==> src/rtl/core/c2g_pkg.sv <==
// c2g_pkg: shared types, constants and the arctangent step table for the
// cartesian to geodetic converter. No dependencies.
package c2g_pkg;

  localparam int COORD_WIDTH_DEF = 48;
  localparam int ANGLE_WIDTH_DEF = 32;

  localparam int CFG_IDX_W  = 4;
  localparam int CFG_DATA_W = 40;

  localparam logic [CFG_IDX_W-1:0] CFG_RADIUS = 4'd0;
  localparam logic [CFG_IDX_W-1:0] CFG_ECC    = 4'd1;
  localparam logic [CFG_IDX_W-1:0] CFG_THRESH = 4'd2;
  localparam logic [CFG_IDX_W-1:0] CFG_MAXIT  = 4'd3;

  localparam logic [39:0] RADIUS_RST = 40'd6531211571;
  localparam logic [31:0] ECC_RST    = 32'd28752142;
  localparam logic [15:0] THRESH_RST = 16'd1;
  localparam logic [6:0]  MAXIT_RST  = 7'd16;
  localparam logic [6:0]  MAXIT_CAP  = 7'd64;

  localparam logic [63:0] INT64_MAX  = 64'h7FFF_FFFF_FFFF_FFFF;
  localparam logic [63:0] LOW32      = 64'h0000_0000_FFFF_FFFF;
  localparam logic [63:0] INV_PI_Q64 = 64'h517C_C1B7_2722_0A94;

  localparam int CORDIC_STEPS = 62;
  localparam int CORDIC_IDX_W = 6;

  typedef enum logic [4:0] {
    OP_LOAD  = 5'd0,
    OP_RHOX  = 5'd1,
    OP_RHOY  = 5'd2,
    OP_DZ0   = 5'd3,
    OP_ZDZ   = 5'd4,
    OP_NH2   = 5'd5,
    OP_NH    = 5'd6,
    OP_SIN   = 5'd7,
    OP_S2    = 5'd8,
    OP_ES2   = 5'd9,
    OP_ROOT  = 5'd10,
    OP_N     = 5'd11,
    OP_NE    = 5'd12,
    OP_DMAG  = 5'd13,
    OP_CHECK = 5'd14,
    OP_RHO   = 5'd15,
    OP_LON   = 5'd16,
    OP_LAT   = 5'd17,
    OP_OUT   = 5'd18
  } op_e;

  typedef enum logic {
    RD_SQRT = 1'b0,
    RD_DIV  = 1'b1
  } rd_mode_e;

  typedef struct packed {
    logic go;
    op_e  op;
  } cmd_t;

  typedef struct packed {
    logic done;
    logic zero;
    logic conv;
    logic stuck;
  } status_t;

  function automatic logic [63:0] small_div(input logic [63:0] num, input logic [63:0] dv);
    logic [63:0] rem;
    logic [63:0] q;
    rem = '0;
    q   = '0;
    for (int b = 63; b >= 0; b--) begin
      rem = {rem[62:0], num[b]};
      if (rem >= dv) begin
        rem  = rem - dv;
        q[b] = 1'b1;
      end
    end
    return q;
  endfunction

  function automatic logic [63:0] atan_calc(input int unsigned i);
    logic [63:0]  sum;
    logic [63:0]  term;
    logic [127:0] prod;
    int unsigned  p;
    sum = '0;
    if (i == 0) begin
      return 64'd1 << 61;
    end
    for (int unsigned n = 0; n < 33; n++) begin
      p = i * (2 * n + 1);
      if (p <= 64) begin
        term = small_div(64'd1 << (64 - p), 64'(2 * n + 1));
        if (n[0]) begin
          sum = sum - term;
        end else begin
          sum = sum + term;
        end
      end
    end
    prod = {64'd0, sum} * {64'd0, INV_PI_Q64};
    return {1'b0, prod[127:65]};
  endfunction

  function automatic logic [CORDIC_STEPS-1:0][63:0] build_atan_tab();
    logic [CORDIC_STEPS-1:0][63:0] t;
    for (int unsigned i = 0; i < CORDIC_STEPS; i++) begin
      t[i] = atan_calc(i);
    end
    return t;
  endfunction

  localparam logic [CORDIC_STEPS-1:0][63:0] ATAN_TAB = build_atan_tab();

endpackage

==> src/rtl/core/c2g_ctrl.sv <==
// c2g_ctrl: sequencer that steps the datapath through load, the height
// correction loop, the angle evaluation and the result strobe. Depends on c2g_pkg.
module c2g_ctrl import c2g_pkg::*; (
  input  logic    clk_i,
  input  logic    rst_ni,
  input  logic    start,
  output logic    busy,
  output logic    done_o,
  output cmd_t    cmd_o,
  input  status_t status_i
);

  typedef enum logic [20:0] {
    S_IDLE  = 21'h000001,
    S_LOAD  = 21'h000002,
    S_RHOX  = 21'h000004,
    S_RHOY  = 21'h000008,
    S_DZ0   = 21'h000010,
    S_ZDZ   = 21'h000020,
    S_NH2   = 21'h000040,
    S_NH    = 21'h000080,
    S_SIN   = 21'h000100,
    S_S2    = 21'h000200,
    S_ES2   = 21'h000400,
    S_ROOT  = 21'h000800,
    S_N     = 21'h001000,
    S_NE    = 21'h002000,
    S_DMAG  = 21'h004000,
    S_CHECK = 21'h008000,
    S_RHO   = 21'h010000,
    S_LON   = 21'h020000,
    S_LAT   = 21'h040000,
    S_OUT   = 21'h080000,
    S_DONE  = 21'h100000
  } state_e;

  state_e state_q, state_d;
  logic   launched_q;
  op_e    op;

  always_comb begin
    case (state_q)
      S_RHOX:  op = OP_RHOX;
      S_RHOY:  op = OP_RHOY;
      S_DZ0:   op = OP_DZ0;
      S_ZDZ:   op = OP_ZDZ;
      S_NH2:   op = OP_NH2;
      S_NH:    op = OP_NH;
      S_SIN:   op = OP_SIN;
      S_S2:    op = OP_S2;
      S_ES2:   op = OP_ES2;
      S_ROOT:  op = OP_ROOT;
      S_N:     op = OP_N;
      S_NE:    op = OP_NE;
      S_DMAG:  op = OP_DMAG;
      S_CHECK: op = OP_CHECK;
      S_RHO:   op = OP_RHO;
      S_LON:   op = OP_LON;
      S_LAT:   op = OP_LAT;
      S_OUT:   op = OP_OUT;
      default: op = OP_LOAD;
    endcase
  end

  always_comb begin
    cmd_o.op = op;
    case (state_q)
      S_IDLE:  cmd_o.go = start;
      S_DONE:  cmd_o.go = 1'b0;
      default: cmd_o.go = !launched_q;
    endcase
  end

  always_comb begin
    case (state_q)
      S_IDLE:  state_d = S_LOAD;
      S_LOAD:  state_d = status_i.zero ? S_OUT : S_RHOX;
      S_RHOX:  state_d = S_RHOY;
      S_RHOY:  state_d = S_DZ0;
      S_DZ0:   state_d = S_ZDZ;
      S_ZDZ:   state_d = S_NH2;
      S_NH2:   state_d = S_NH;
      S_NH:    state_d = S_SIN;
      S_SIN:   state_d = S_S2;
      S_S2:    state_d = S_ES2;
      S_ES2:   state_d = S_ROOT;
      S_ROOT:  state_d = S_N;
      S_N:     state_d = S_NE;
      S_NE:    state_d = S_DMAG;
      S_DMAG:  state_d = S_CHECK;
      S_CHECK: state_d = (status_i.conv || status_i.stuck) ? S_RHO : S_ZDZ;
      S_RHO:   state_d = S_LON;
      S_LON:   state_d = S_LAT;
      S_LAT:   state_d = S_OUT;
      S_OUT:   state_d = S_DONE;
      default: state_d = S_IDLE;
    endcase
  end

  always_ff @(posedge clk_i or negedge rst_ni) begin
    if (!rst_ni) begin
      state_q    <= S_IDLE;
      launched_q <= 1'b0;
    end else begin
      case (state_q)
        S_IDLE: begin
          if (start) begin
            state_q    <= state_d;
            launched_q <= 1'b1;
          end
        end
        S_DONE: begin
          state_q    <= S_IDLE;
          launched_q <= 1'b0;
        end
        default: begin
          if (status_i.done) begin
            state_q    <= state_d;
            launched_q <= 1'b0;
          end else if (cmd_o.go) begin
            launched_q <= 1'b1;
          end
        end
      endcase
    end
  end

  assign busy   = (state_q != S_IDLE);
  assign done_o = (state_q == S_DONE);

  a_done_pulse: assert property (@(posedge clk_i) disable iff (!rst_ni)
    done_o |=> !done_o) else $error("result strobe longer than one cycle");

  a_go_single: assert property (@(posedge clk_i) disable iff (!rst_ni)
    cmd_o.go |=> !cmd_o.go) else $error("step launched twice");

  a_done_launched: assert property (@(posedge clk_i) disable iff (!rst_ni)
    status_i.done |-> launched_q) else $error("unit done without a launched step");

  a_accept_busy: assert property (@(posedge clk_i) disable iff (!rst_ni)
    (start && !busy) |=> busy) else $error("accepted transfer did not raise busy");

endmodule

==> config.mk <==
export PLATFORM = sky130hd
export DESIGN_NAME = c2g_ctrl
export DESIGN_NICKNAME = d
export VERILOG_FILES = /design/src/rtl/core/c2g_pkg.sv /design/src/rtl/core/c2g_ctrl.sv
export SDC_FILE = /design/constraint.sdc
export NUM_CORES = 1
export LEC_CHECK = 0
export ABC_CLOCK_PERIOD_IN_PS = 3000
export BUFFER_PORTS_ARGS = -buffer_cell sky130_fd_sc_hd__clkbuf_2
export CAP_MARGIN = 20
export CORE_ASPECT_RATIO = 0.9
export CORE_MARGIN = 8
export CORE_UTILIZATION = 30
export DETAILED_ROUTE_END_ITERATION = 8
export GPL_ROUTABILITY_DRIVEN = 0
export PLACE_DENSITY = 0.46
export SLEW_MARGIN = 20
export SYNTH_ARGS = -nofsm -noshare
export SYNTH_HDL_FRONTEND = slang
export SYNTH_SLANG_ARGS = --single-unit
==> constraint.sdc <==
create_clock -name clk_i -period 3 [get_ports clk_i]
set_input_delay 0.3 -clock clk_i [delete_from_list [all_inputs] [get_ports clk_i]]
set_output_delay 0.3 -clock clk_i [all_outputs]
set_load 0.02 [all_outputs]
# Word level (Yosys, flattened, before mapping)
# Cells that the tools add are included.
# classes
n_addsub	0
multipliers	0
n_div	0
order_cmp	0
eq_ne	23
n_shift	0
muxes	12
bitwise	0
n_reduce_logical	6
# op_table
cell	n
21-bit case mux with 20 select lines	1
5-bit case mux with 18 select lines	1
21-bit 2-to-1 mux	2
21-bit case mux with 2 select lines	1
21-bit by 1-bit equality test with 1-bit output, second input constant	1
21-bit by 10-bit equality test with 1-bit output, second input constant	1
21-bit by 11-bit equality test with 1-bit output, second input constant	1
21-bit by 12-bit equality test with 1-bit output, second input constant	1
21-bit by 13-bit equality test with 1-bit output, second input constant	1
21-bit by 14-bit equality test with 1-bit output, second input constant	1
21-bit by 15-bit equality test with 1-bit output, second input constant	1
21-bit by 16-bit equality test with 1-bit output, second input constant	1
21-bit by 17-bit equality test with 1-bit output, second input constant	1
21-bit by 18-bit equality test with 1-bit output, second input constant	1
21-bit by 19-bit equality test with 1-bit output, second input constant	1
21-bit by 2-bit equality test with 1-bit output, second input constant	1
21-bit by 20-bit equality test with 1-bit output, second input constant	1
21-bit equality test, second input constant	1
21-bit by 3-bit equality test with 1-bit output, second input constant	1
21-bit by 4-bit equality test with 1-bit output, second input constant	1
21-bit by 5-bit equality test with 1-bit output, second input constant	1
21-bit by 6-bit equality test with 1-bit output, second input constant	1
21-bit by 7-bit equality test with 1-bit output, second input constant	1
21-bit by 8-bit equality test with 1-bit output, second input constant	1
12 further kinds	16
# totals
regBits	22
latch_bits	0
ramBits	0
rom_bits	0
inputBits	7
out_inout_bits	8
n_memories	0

# Depth between registers and ports, before layout
# Gate-level depths: netlist of run 1.
# depth
word_depth	5
mapped_depth	10
depth_no_buf	6

# Worst setup path before layout of run 1
# No wires, ideal clock.
# synth_path
kind	register -> output
from	register state_q[9]
to	output port cmd_o[2] in the netlist's numbering
arrival_ps	2080
t_required_ps	2700
path_slack_ps	620
stages_incl_launch_ff	7
n_path_buf	0
path_cell_list	dfrtp_1 > nor4_4 > nand4b_4 > nor4_4 > nand2b_2 > or3_1 > nand4_1
# synth_rtl
item	line	rtl
start: declaration	c2g_ctrl.sv:37	state_e state_q, state_d;
start signal: assignment	c2g_ctrl.sv:108	state_q <= state_d;
start signal: assignment	c2g_ctrl.sv:118	state_q <= state_d;
end: declaration	c2g_ctrl.sv:9	output cmd_t cmd_o,

==> metrics.md, run 1 <==
| Metric | Value |
|---|---|
| Post-synthesis mux area share | 0.728% |
| Post-CTS sizing | 0 |
| Maximum fanout along the worst path | 6 |
| Final critical-path share of the clock period | around 90% |
| WP data arrival | around 2.5 ns |
| Worst EP required | between 2 and 3 ns |
| Clock group share of total power | 17.5% |
| Crit-path slowest cell | dfrtp_1 |
| Fin util | around a third |
| Number of global-route vias before repair | ~1300 |
| Via Count | approximately 1400 |
| Clk_skew | 0.00473 ns |
| Warnings, synthesis | 0 |
| FFs w/ async S/R, synth | 100% |
| RSZ-0062 raised after global routing | no |
| Die X | 91.7 µm |
| Simple-gate share of the synthesized area | 38.9% |
| Die area | 7720 µm² |
| Core footprint | 4890 µm² |
| Crit path buffers/inverters | 1 |
| Syn nets | around 190 |
| #FFs+latches synth | 22 |
| Fillers | 517 |
| First-pass GRT wire length | 6460 µm |
| Antenna violations before repair | 0 |
| Int Power | 0.661 mW |
| Cell Area, Synth | 1550 µm² |
| Worst-Skew Late Latency | 0.26 ns |
| Routed met2 length | between 1500 and 2000 µm |
| Final hold violations | 0 |
| # nets final | 193 |
| Clock-pin slew on the worst setup and hold paths | roughly 0.08 ns |
| Clk root buf | clkbuf_8 |
| Sw Pwr | 0.572 mW |
| EDFF count, synth | 0 |
| Dpl hpwl | between 2000 and 3000 µm |
| Adder-cell share of the synthesized area | 0% |
| Met3 routed WL | ~59 µm |
| Area Growth Syn to Fin | 9.86% |
| Initial core utilization | 31.6% |
| Worst-margin pin slew | 0.694 ns |
| Switch share | 46.4% |
| CTS Buf Count | 3 |
| WL final | 3790 µm |
| Setup TNS | 0 ns |
| Syn Inst Count | 180 |
| Cell taking the most area after synthesis | dfrtp_1 |
| Share of layout cells above drive strength 1 | 17.8% |
| Hold Crit Class | input port to asynchronous set/reset pin |
| Rows | 24 |
| Fmax achieved | approximately 360 MHz |
| H-tree levels | 1 |
| Crit path largest cell delay | 0.46 ns |
| # diodes | 0 |
| Synth Area in Compound Gates | 15.0% |
| Combinational share of power | 49.8% |
| Peak supply drop | 0.000233 V |
| Final setup vio count | 0 |
| Max-slew headroom | 53.8% |
| Worst Setup End Kind | output pin |
| GRT Util Overall | 10.1% |
| Max Slew Vio Count | 0 |
| Max cap viols | 0 |
| Post-layout min period | 2.77 ns |
| Final total power | 1.23 mW |
| GR Overflow Total | 0 |
| # IOs | 15 |
| Synth top area cells | dfrtp_1, nand2_1, o21ai_1 |
| IO buf count | 14 |
| Top_reg_cell synth | dfrtp_1 |
| Crit path cell chain | nor4_4, nand4b_4, nor4_4, nand2b_2, or3_1, nand4_1, clkbuf_2 |
| Worst setup SP type | flop |
| CTS tree | done |
| Max layer used | met4 |
| Clock net sink count | 22 |
| Hold Buf Count CTS | 0 |
| Crit path max-delay family | simple AND/OR/NAND/NOR gates |
| Die extent in y | ~84 µm |
| Largest net degree at the start of global routing | 40 |
| Mean Syn Cell Area | 8.60 µm² |
| PwrDens | 725 nW/µm² |
| DR WL/cell | 15.2 µm |
| Antenna Nets Post-Route | 0 |
| Static leakage | 0.707 nW |
| Largest family of logic cells by synthesized area | simple AND/OR/NAND/NOR gates |
| Top cell type's share of synthesized area | 34.0% |
| Most common cell after layout, fill and taps aside | nand2_1 |
| Cell variety after synth | 47 |
| WS Path Type | flop to output pin |
| CP dominant cell by count | nor4_4 |
| M1 WL | 1820 µm |
| Seq/Total Area, Yosys | roughly 36% |
| Most frequent cells in the layout | nand2_1, dfrtp_1, nor2_1, clkbuf_2, o21ai_1 |
| Iter 0 DRT Violations | 68 |
| Clk buf depth | 2 |
| Reg power frac | about a third |
| Synth Area in XOR/XNOR | 3.96% |
| Vias per std cell | 5.41 |
| Post-CTS Setup Bufs | 0 |
| DRC viols | 0 |
| Drt pass-1 iters | 4 |
| Status | finished clean |
==> path summary, 6_finish.rpt <==
| kind | start | endpoint | slack [ns] | cells past startpoint |
|---|---|---|---|---|
| worst min-delay path | rst_ni | state_q[18]$_DFFE_PN0P_ | 0.03 | 1 |
| worst max register to register | state_q[15]$_DFFE_PN0P_ | state_q[2]$_DFFE_PN0P_ | 0.49 | 5 |
| min in group clk_i | status_i[2] | state_q[2]$_DFFE_PN0P_ | 0.23 | 2 |
| worst min register to register | state_q[0]$_DFFE_PN1P_ | state_q[0]$_DFFE_PN1P_ | 0.50 | 2 |
| worst max-delay path | state_q[9]$_DFFE_PN0P_ | cmd_o[2] | 0.23 | 7 |
| max in group asynchronous | rst_ni | state_q[3]$_DFFE_PN0P_ | 2.58 | 1 |
==> metal layers <==
layer | vias to the layer above | track usage [%]
met5 | - | 0
met4 | 0 | 3.07
met3 | 2 | 1.60
met2 | 10 | 16.9
met1 | 666 | 12.9
li1 | 674 | -
==> state kept, by name, indices dropped and copies added, names as in the netlist <==
register    cells
state_q        21
launched_q      1
==> cells in the mapped netlist, types with 2 or more instances <==
cell	number
nor4_2	2
nand3_1	7
nand2_1	26
and4_1	2
inv_1	4
nand4b_1	4
xnor2_1	5
or3_1	2
nor3b_1	3
nand3b_1	4
buf_2	3
o21ai_0	7
buf_6	2
nor4_1	2
and2_1	2
nor4_4	2
clkbuf_1	7
nor2_1	14
a21oi_1	4
nand4_1	8
dfrtp_1	21
xor2_1	2
nor4b_1	4
nor3_1	3
o21ai_1	13
o31ai_1	6
==> through the flow <==
| step | worst slack, ns | instance area [µm²] | hold WS, ns | std cells |
|---|---|---|---|---|
| after floorplan | 0.620 | 1550 | 0.00441 | 180 |
| after global placement | 0.491 | 1630 | 0.332 | 246 |
| after detailed placement | 0.418 | 1630 | 0.337 | 246 |
| after CTS | 0.155 | 1690 | 0.0395 | 250 |
| after global routing | 0.0239 | 1700 | 0.0652 | 250 |
| final | 0.229 | 1700 | 0.0265 | 250 |
==> area by class of cell <==
class | count | area, µm² | share of cell area (%)
multi-input combinational | 140 | 920 | 54.1
sequential | 22 | 552 | 32.5
tap | 65 | 81.3 | 4.78
timing repair buffer | 15 | 77.6 | 4.56
clock buffer | 4 | 55.1 | 3.24
inverter | 4 | 15.0 | 0.883
==> power by group through the flow <==
stage / registers [mW] / clock network, mW / logic (mW)
floorplan: 0.375 / 0 / 0.533
global placement: 0.400 / 0 / 0.602
detailed placement: 0.404 / 0 / 0.612
CTS: 0.398 / 0.225 / 0.614
global route: 0.411 / 0.241 / 0.688
finish: 0.403 / 0.215 / 0.614
==> logic make-up (layout without fill, tap and decap cells) <==
logic type      after synthesis  after routing
xor+xnor                      7              7
mux                           1              1
buf+inv                      18             23
simple gates                 95             95
flops                        22             22
compound gates               37             37
No activity file was read; power rests on OpenSTA's default activity.
==> inputs of run 2 (changes only) <==
--- a/config.mk
+++ b/config.mk
@@ -13,8 +13,9 @@
 export CORE_UTILIZATION = 30
 export DETAILED_ROUTE_END_ITERATION = 8
 export GPL_ROUTABILITY_DRIVEN = 0
+export GPL_TIMING_DRIVEN = 0
 export PLACE_DENSITY = 0.46
-export SLEW_MARGIN = 20
+export SKIP_LAST_GASP = 1
 export SYNTH_ARGS = -nofsm -noshare
 export SYNTH_HDL_FRONTEND = slang
 export SYNTH_SLANG_ARGS = --single-unit
==> run 2 against run 1 <==
  * Register-to-register slack better by 0.03 ns
  * Routed wire length is 11% higher
  * Non-clock buffer count is 16 higher
  * Critical path depth stayed put
  * Power is 10% higher
  * Die area stayed put
  * Fmax is 1.4% lower
  * Via count is 7.1% higher
  * Critical path type unchanged
==> metrics.md, run 2 (same netlist as run 1, synthesis figures left out) <==
| Metric | Value |
|---|---|
| Status | finished clean |
| Hold Buf Count CTS | 0 |
| Crit path cell chain | buf_2, nor4_4, nand4b_4, or3_2, and4_1, nand4_1, clkbuf_2 |
| Reg-to-reg startpoint | state_q[4]$_DFFE_PN0P_ |
| Final hold violations | 0 |
| Worst EP required | between 2 and 3 ns |
| DR WL/cell | 15.9 µm |
| Final setup vio count | 0 |
| Fin worst setup slack | 0.189 ns |
| # nets final | approximately 210 |
| IO buf count | 14 |
| WS Path Type | flop to output pin |
| Antenna violations before repair | 0 |
| Worst-Skew Late Latency | 0.27 ns |
| Clock group share of total power | between 15 and 20% |
| Clock-pin slew on the worst setup and hold paths | 0.09 ns |
| Flop2flop setup slack | 0.52 ns |
| Fin util | 36.7% |
| Worst Setup End Kind | output pin |
| RSZ-0062 raised after global routing | no |
| Maximum fanout along the worst path | 7 |
| # IOs | 15 |
| Clk buf depth | 2 |
| Max Slew Vio Count | 0 |
| Reg with most FFs | state_q |
| First-pass GRT wire length | just over 7000 µm |
| Max cap viols | 0 |
| Sw Pwr | about 0.62 mW |
| Static leakage | 0.761 nW |
| Hold Crit Class | input port to asynchronous set/reset pin |
| Fmax achieved | 356 MHz |
| Most frequent cells in the layout | nand2_1, dfrtp_1, nor2_1, clkbuf_2, o21ai_1 |
| Clk root buf | clkbuf_8 |
| Combinational share of power | 55.6% |
| Vias per std cell | 5.44 |
| Largest registers | state_q (21), launched_q (1) |
| # diodes | 0 |
| Reg2Reg Depth | 10 |
| Peak supply drop | ~0.00025 V |
| Die extent in y | 84.1 µm |
| Clk_skew | 0.00521 ns |
| Area Growth Syn to Fin | 16.1% |
| Largest net degree at the start of global routing | 23 |
| H-tree levels | 1 |
| Dpl hpwl | roughly 3100 µm |
| Worst Setup Slack post-DPL | just over 0.2 ns |
| WL final | 4220 µm |
| Crit-path slowest cell | or3_2 |
| Max reg flops | 21 |
| Final critical-path share of the clock period | 93.7% |
| Initial core utilization | between 30% and 40% |
| Rows | 24 |
| Reg power frac | 28.1% |
| Crit path largest cell delay | 0.57 ns |
| Switch share | between 40% and 50% |
| Die X | 91.7 µm |
| Die area | just under 8000 µm² |
| GR Overflow Total | 0 |
| Share of layout cells above drive strength 1 | just over 20% |
| Via Count | 1448 |
| Iter 0 DRT Violations | 81 |
| Worst-margin pin slew | 0.595 ns |
| Number of global-route vias before repair | 1460 |
| Int Power | roughly 0.74 mW |
| Clock net sink count | 22 |
| Setup TNS | 0 ns |
| PwrDens | ~760 nW/µm² |
| Most common cell after layout, fill and taps aside | nand2_1 |
| Post-layout min period | 2.81 ns |
| R2R Path End | state_q[14]$_DFFE_PN0P_ |
| Core footprint | 4890 µm² |
| DRC viols | 0 |
| WP data arrival | 2.51 ns |
| GRT Util Overall | 11.3% |
| Antenna Nets Post-Route | 0 |
| CTS Buf Count | 3 |
| Worst setup SP type | flop |
| Fillers | 519 |
| Drt pass-1 iters | 4 |
| Max-slew headroom | 60.3% |
| CTS tree | done |
==> run 2: cell count changes in the layout (fill, tap and decap cells not counted), moves of 2 or more <==
cell | previous run | this run
clkbuf_1 | 0 | 7
buf_2 | 0 | 3
buf_4 | 1 | 4
buf_6 | 0 | 2
==> run 2: critical path, delay by kind of cell, from the launching register on <==
family	cells	cell delay (ns)
flops	1	0.36
buf+inv	2	0.34
simple gates	5	1.54
==> run 2: power by group through the flow <==
stage	clock (mW)	sequential, mW	combinational (mW)
after floorplan	0	0.375	0.533
after global placement	0	0.383	0.708
after detailed placement	0	0.384	0.712
after CTS	0.230	0.379	0.716
after global routing	0.241	0.388	0.827
final	0.222	0.382	0.757
==> run 2: how the worst max path moves through the flow <==
| stage | from | end | slack (ns) | depth (start not counted) |
|---|---|---|---|---|
| 6_report | state_q[11]$_DFFE_PN0P_ | cmd_o[2] | 0.19 | 7 |
| 5_1_grt | state_q[4]$_DFFE_PN0P_ | cmd_o[2] | 0.01 | 8 |
| 4_1_cts | state_q[5]$_DFFE_PN0P_ | cmd_o[2] | 0.04 | 8 |
| 3_5_place_dp | state_q[9]$_DFFE_PN0P_ | cmd_o[2] | 0.21 | 7 |
| 3_3_place_gp | state_q[9]$_DFFE_PN0P_ | cmd_o[2] | 0.25 | 7 |
| 2_1_floorplan | state_q[9]$_DFFE_PN0P_ | cmd_o[2] | 0.62 | 6 |
==> run 2: repair_timing <==
| action | in CTS | in global routing |
|---|---|---|
| endpoints found under the setup margin | 3 | 3 |
| buffers inserted | 1 | 2 |
| resized for setup | 0 | 3 |
| pin swaps | 1 | 2 |
| cloned | 0 | 0 |
==> run 2: metal layers <==
layer	vias to the layer above	share of wire, %	track usage [%]
met5	-	0	0
met4	0	1.5	3.36
met3	8	2.7	2.76
met2	28	48	18.5
met1	711	47	14.3
li1	701	-	-
==> run 2: cell type report <==
type | count | area, µm² | share of cell area [%]
timing repair buffer | 17 | 92.6 | 5.15
inverter | 4 | 15.0 | 0.836
clock buffer | 4 | 55.1 | 3.06
tap | 65 | 81.3 | 4.53
multi-input combinational | 140 | 926 | 51.5
sequential | 22 | 552 | 30.7
buffer | 14 | 75.1 | 4.18
==> run 2: through the flow <==
stage / std cells / hold slack [ns] / total power [mW] / area, µm²
after CTS: 264 / 0.0417 / 1.32 / 1760
after detailed placement: 259 / 0.337 / 1.10 / 1700
after global placement: 259 / 0.335 / 1.09 / 1700
after floorplan: 180 / 0.00441 / 0.908 / 1550
final: 266 / 0.0205 / 1.36 / 1800
after global routing: 266 / 0.0650 / 1.46 / 1800
==> inputs of run 3 (changes only) <==
--- a/config.mk
+++ b/config.mk
@@ -14,7 +14,9 @@
 export DETAILED_ROUTE_END_ITERATION = 8
 export GPL_ROUTABILITY_DRIVEN = 0
 export GPL_TIMING_DRIVEN = 0
+export MAX_ROUTING_LAYER = met4
 export PLACE_DENSITY = 0.46
+export RECOVER_POWER = 100
 export SKIP_LAST_GASP = 1
 export SYNTH_ARGS = -nofsm -noshare
 export SYNTH_HDL_FRONTEND = slang
==> run 3 against run 2 <==
  * Via count is essentially flat
  * Clock skew grew 0.00085 ns
  * Design area fell by 0.84%
  * Power shrank 1.4%
  * Critical path type unchanged
  * Highest routed layer unchanged
==> metrics.md, run 3 (same netlist as run 1, synthesis figures left out) <==
| Metric | Value |
|---|---|
| Fillers | 523 |
| Peak supply drop | ~0.00026 V |
| Int Power | 0.727 mW |
| Worst-Skew Late Latency | 0.27 ns |
| Post-route insts no fill | between 200 and 300 |
| Fin util | 36.4% |
| Placed inst area | 1700 µm² |
| Combinational share of power | 54.9% |
| Worst setup SP type | flop |
| Clk root buf | clkbuf_8 |
| Antenna violations before repair | 0 |
| Reg-to-reg startpoint | state_q[4]$_DFFE_PN0P_ |
| Clock net sink count | 22 |
| Hold Crit Class | input port to flop |
| Worst EP required | 2.70 ns |
| Switch share | 45.8% |
| Clk buf depth | 2 |
| # diodes | 0 |
| Worst Setup End Kind | output pin |
| Worst-margin pin slew | 1.32 ns |
| Hold Buf Count CTS | 0 |
| Status | finished clean |
| PwrDens | 753 nW/µm² |
| WP data arrival | 2.49 ns |
| Post-route cell area | approximately 1800 µm² |
| Rows | 24 |
| CTS tree | done |
| Sw Pwr | 0.614 mW |
| Core footprint | 4890 µm² |
| Max-slew headroom | 12.0% |
| WS Path Type | flop to output pin |
| DRC viols | 0 |
| Iter 0 DRT Violations | 92 |
| RSZ-0062 raised after global routing | no |
| First-pass GRT wire length | 7200 µm |
| GR Overflow Total | 0 |
| Crit path largest cell delay | 0.39 ns |
| Hold Path Origin | status_i[2] |
| Max Slew Vio Count | 0 |
| WL final | 4260 µm |
| Fmax achieved | 359 MHz |
| CTS Buf Count | 3 |
| Drt pass-1 iters | 5 |
| Vias per std cell | 5.45 |
| Setup TNS | 0 ns |
| Hold Path Depth | 2 |
| Most common cell after layout, fill and taps aside | nand2_1 |
| Antenna Nets Post-Route | 0 |
| Final critical-path share of the clock period | between 90% and 100% |
| Flop2flop setup slack | ~0.26 ns |
| Die area | about 7700 µm² |
| CP dominant cell by count | nor4_4 |
| Reg power frac | 28.5% |
| Clock-pin slew on the worst setup and hold paths | 0.09 ns |
| Crit path launch | state_q[4]$_DFFE_PN0P_ |
| Max reg flops | 21 |
| Worst Hold End | state_q[2]$_DFFE_PN0P_ |
| Dpl hpwl | 3150 µm |
| Number of global-route vias before repair | about 1500 |
| Reg with most FFs | state_q |
| R2R Path End | state_q[14]$_DFFE_PN0P_ |
| DR WL/cell | 16.0 µm |
| Reg2Reg Depth | 10 |
| Most frequent cells in the layout | nand2_1, dfrtp_1, nor2_1, o21ai_0, clkbuf_2 |
| Via Count | 1449 |
| # nets final | 209 |
| Final total power | 1.34 mW |
| Final setup vio count | 0 |
| Largest net degree at the start of global routing | 23 |
| Clock group share of total power | 16.7% |
| GRT Util Overall | 11.6% |
| # IOs | 15 |
| Post-layout min period | 2.79 ns |
| DP Cell Count | about 260 |
| Crit-path slowest cell | nor4_4 |
| Crit path cell chain | clkbuf_1, nor4_4, nand2_2, nor4_4, nand2b_2, or3_1, nand4_1, clkbuf_2 |
| H-tree levels | 1 |
| Max cap viols | 0 |
| Share of layout cells above drive strength 1 | 17.9% |
| Crit path buffers/inverters | 2 |
| Initial core utilization | between 30% and 40% |
| Final hold violations | 0 |
| Largest registers | state_q (21), launched_q (1) |
| Die extent in y | 84.1 µm |
| Die X | 91.7 µm |
| IO buf count | 14 |
| Clk_skew | around 0.006 ns |
| Maximum fanout along the worst path | 8 |
| Static leakage | 0.751 nW |
| Area Growth Syn to Fin | 15.1% |
| Crit path max-delay family | simple AND/OR/NAND/NOR gates |
==> run 3: area by class of cell <==
cell class / instances / area (µm²) / share of cell area [%]
multi-input cells: 140 / 915 / 51.3
flip-flops and latches: 22 / 552 / 31.0
repair buffers: 17 / 88.8 / 4.99
well taps: 65 / 81.3 / 4.56
plain buffers: 14 / 75.1 / 4.21
clock buffers: 4 / 55.1 / 3.09
inverters: 4 / 15.0 / 0.843
==> run 3: through the flow <==
step | worst slack [ns] | hold WS (ns)
floorplan | 0.620 | 0.00441
detailed placement | 0.205 | 0.337
finish | 0.212 | 0.223
global placement | 0.247 | 0.335
CTS | 0.0350 | 0.0417
global route | 0.0109 | 0.245
==> run 3: routing by layer <==
layer / track usage (%) / wire length (µm)
met1: 14.3 / 2000
met2: 18.5 / 2040
met3: 2.76 / 129
met4: 3.36 / 87
met5: - / 0
==> run 3: power by group through the flow <==
| stage | sequential (mW) | combinational (mW) | clock, mW |
|---|---|---|---|
| after floorplan | 0.375 | 0.533 | 0 |
| after global placement | 0.383 | 0.708 | 0 |
| after detailed placement | 0.384 | 0.712 | 0 |
| after CTS | 0.379 | 0.716 | 0.230 |
| after global routing | 0.388 | 0.806 | 0.241 |
| final | 0.382 | 0.736 | 0.224 |
==> run 3: worst reg2reg max path, stage by stage, from the launching register on <==
cell and delay [ns]:
dfrtp_1 0.38, clkbuf_1 0.21, nor4_4 0.39, buf_4 0.18, nand3_1 0.07, nor3_1 0.49, mux2_1 0.43, buf_6 0.17
buf_6 0.15, nand2_1 0.08, o41ai_2 0.07
==> run 3: what timing repair did <==
item,4_1_cts,5_1_grt
setup buffers,1,2
resized for setup,0,3
endpoints found under the setup margin,3,3
pin swaps,1,2
==> run 3: how the worst max path moves through the flow <==
| stage | depth (start not counted) | to | slack [ns] |
|---|---|---|---|
| 6_report | 8 | cmd_o[2] | 0.21 |
| 5_1_grt | 8 | cmd_o[2] | 0.01 |
| 4_1_cts | 8 | cmd_o[2] | 0.04 |
| 3_5_place_dp | 7 | cmd_o[2] | 0.21 |
| 3_3_place_gp | 7 | cmd_o[2] | 0.25 |
| 2_1_floorplan | 6 | cmd_o[2] | 0.62 |
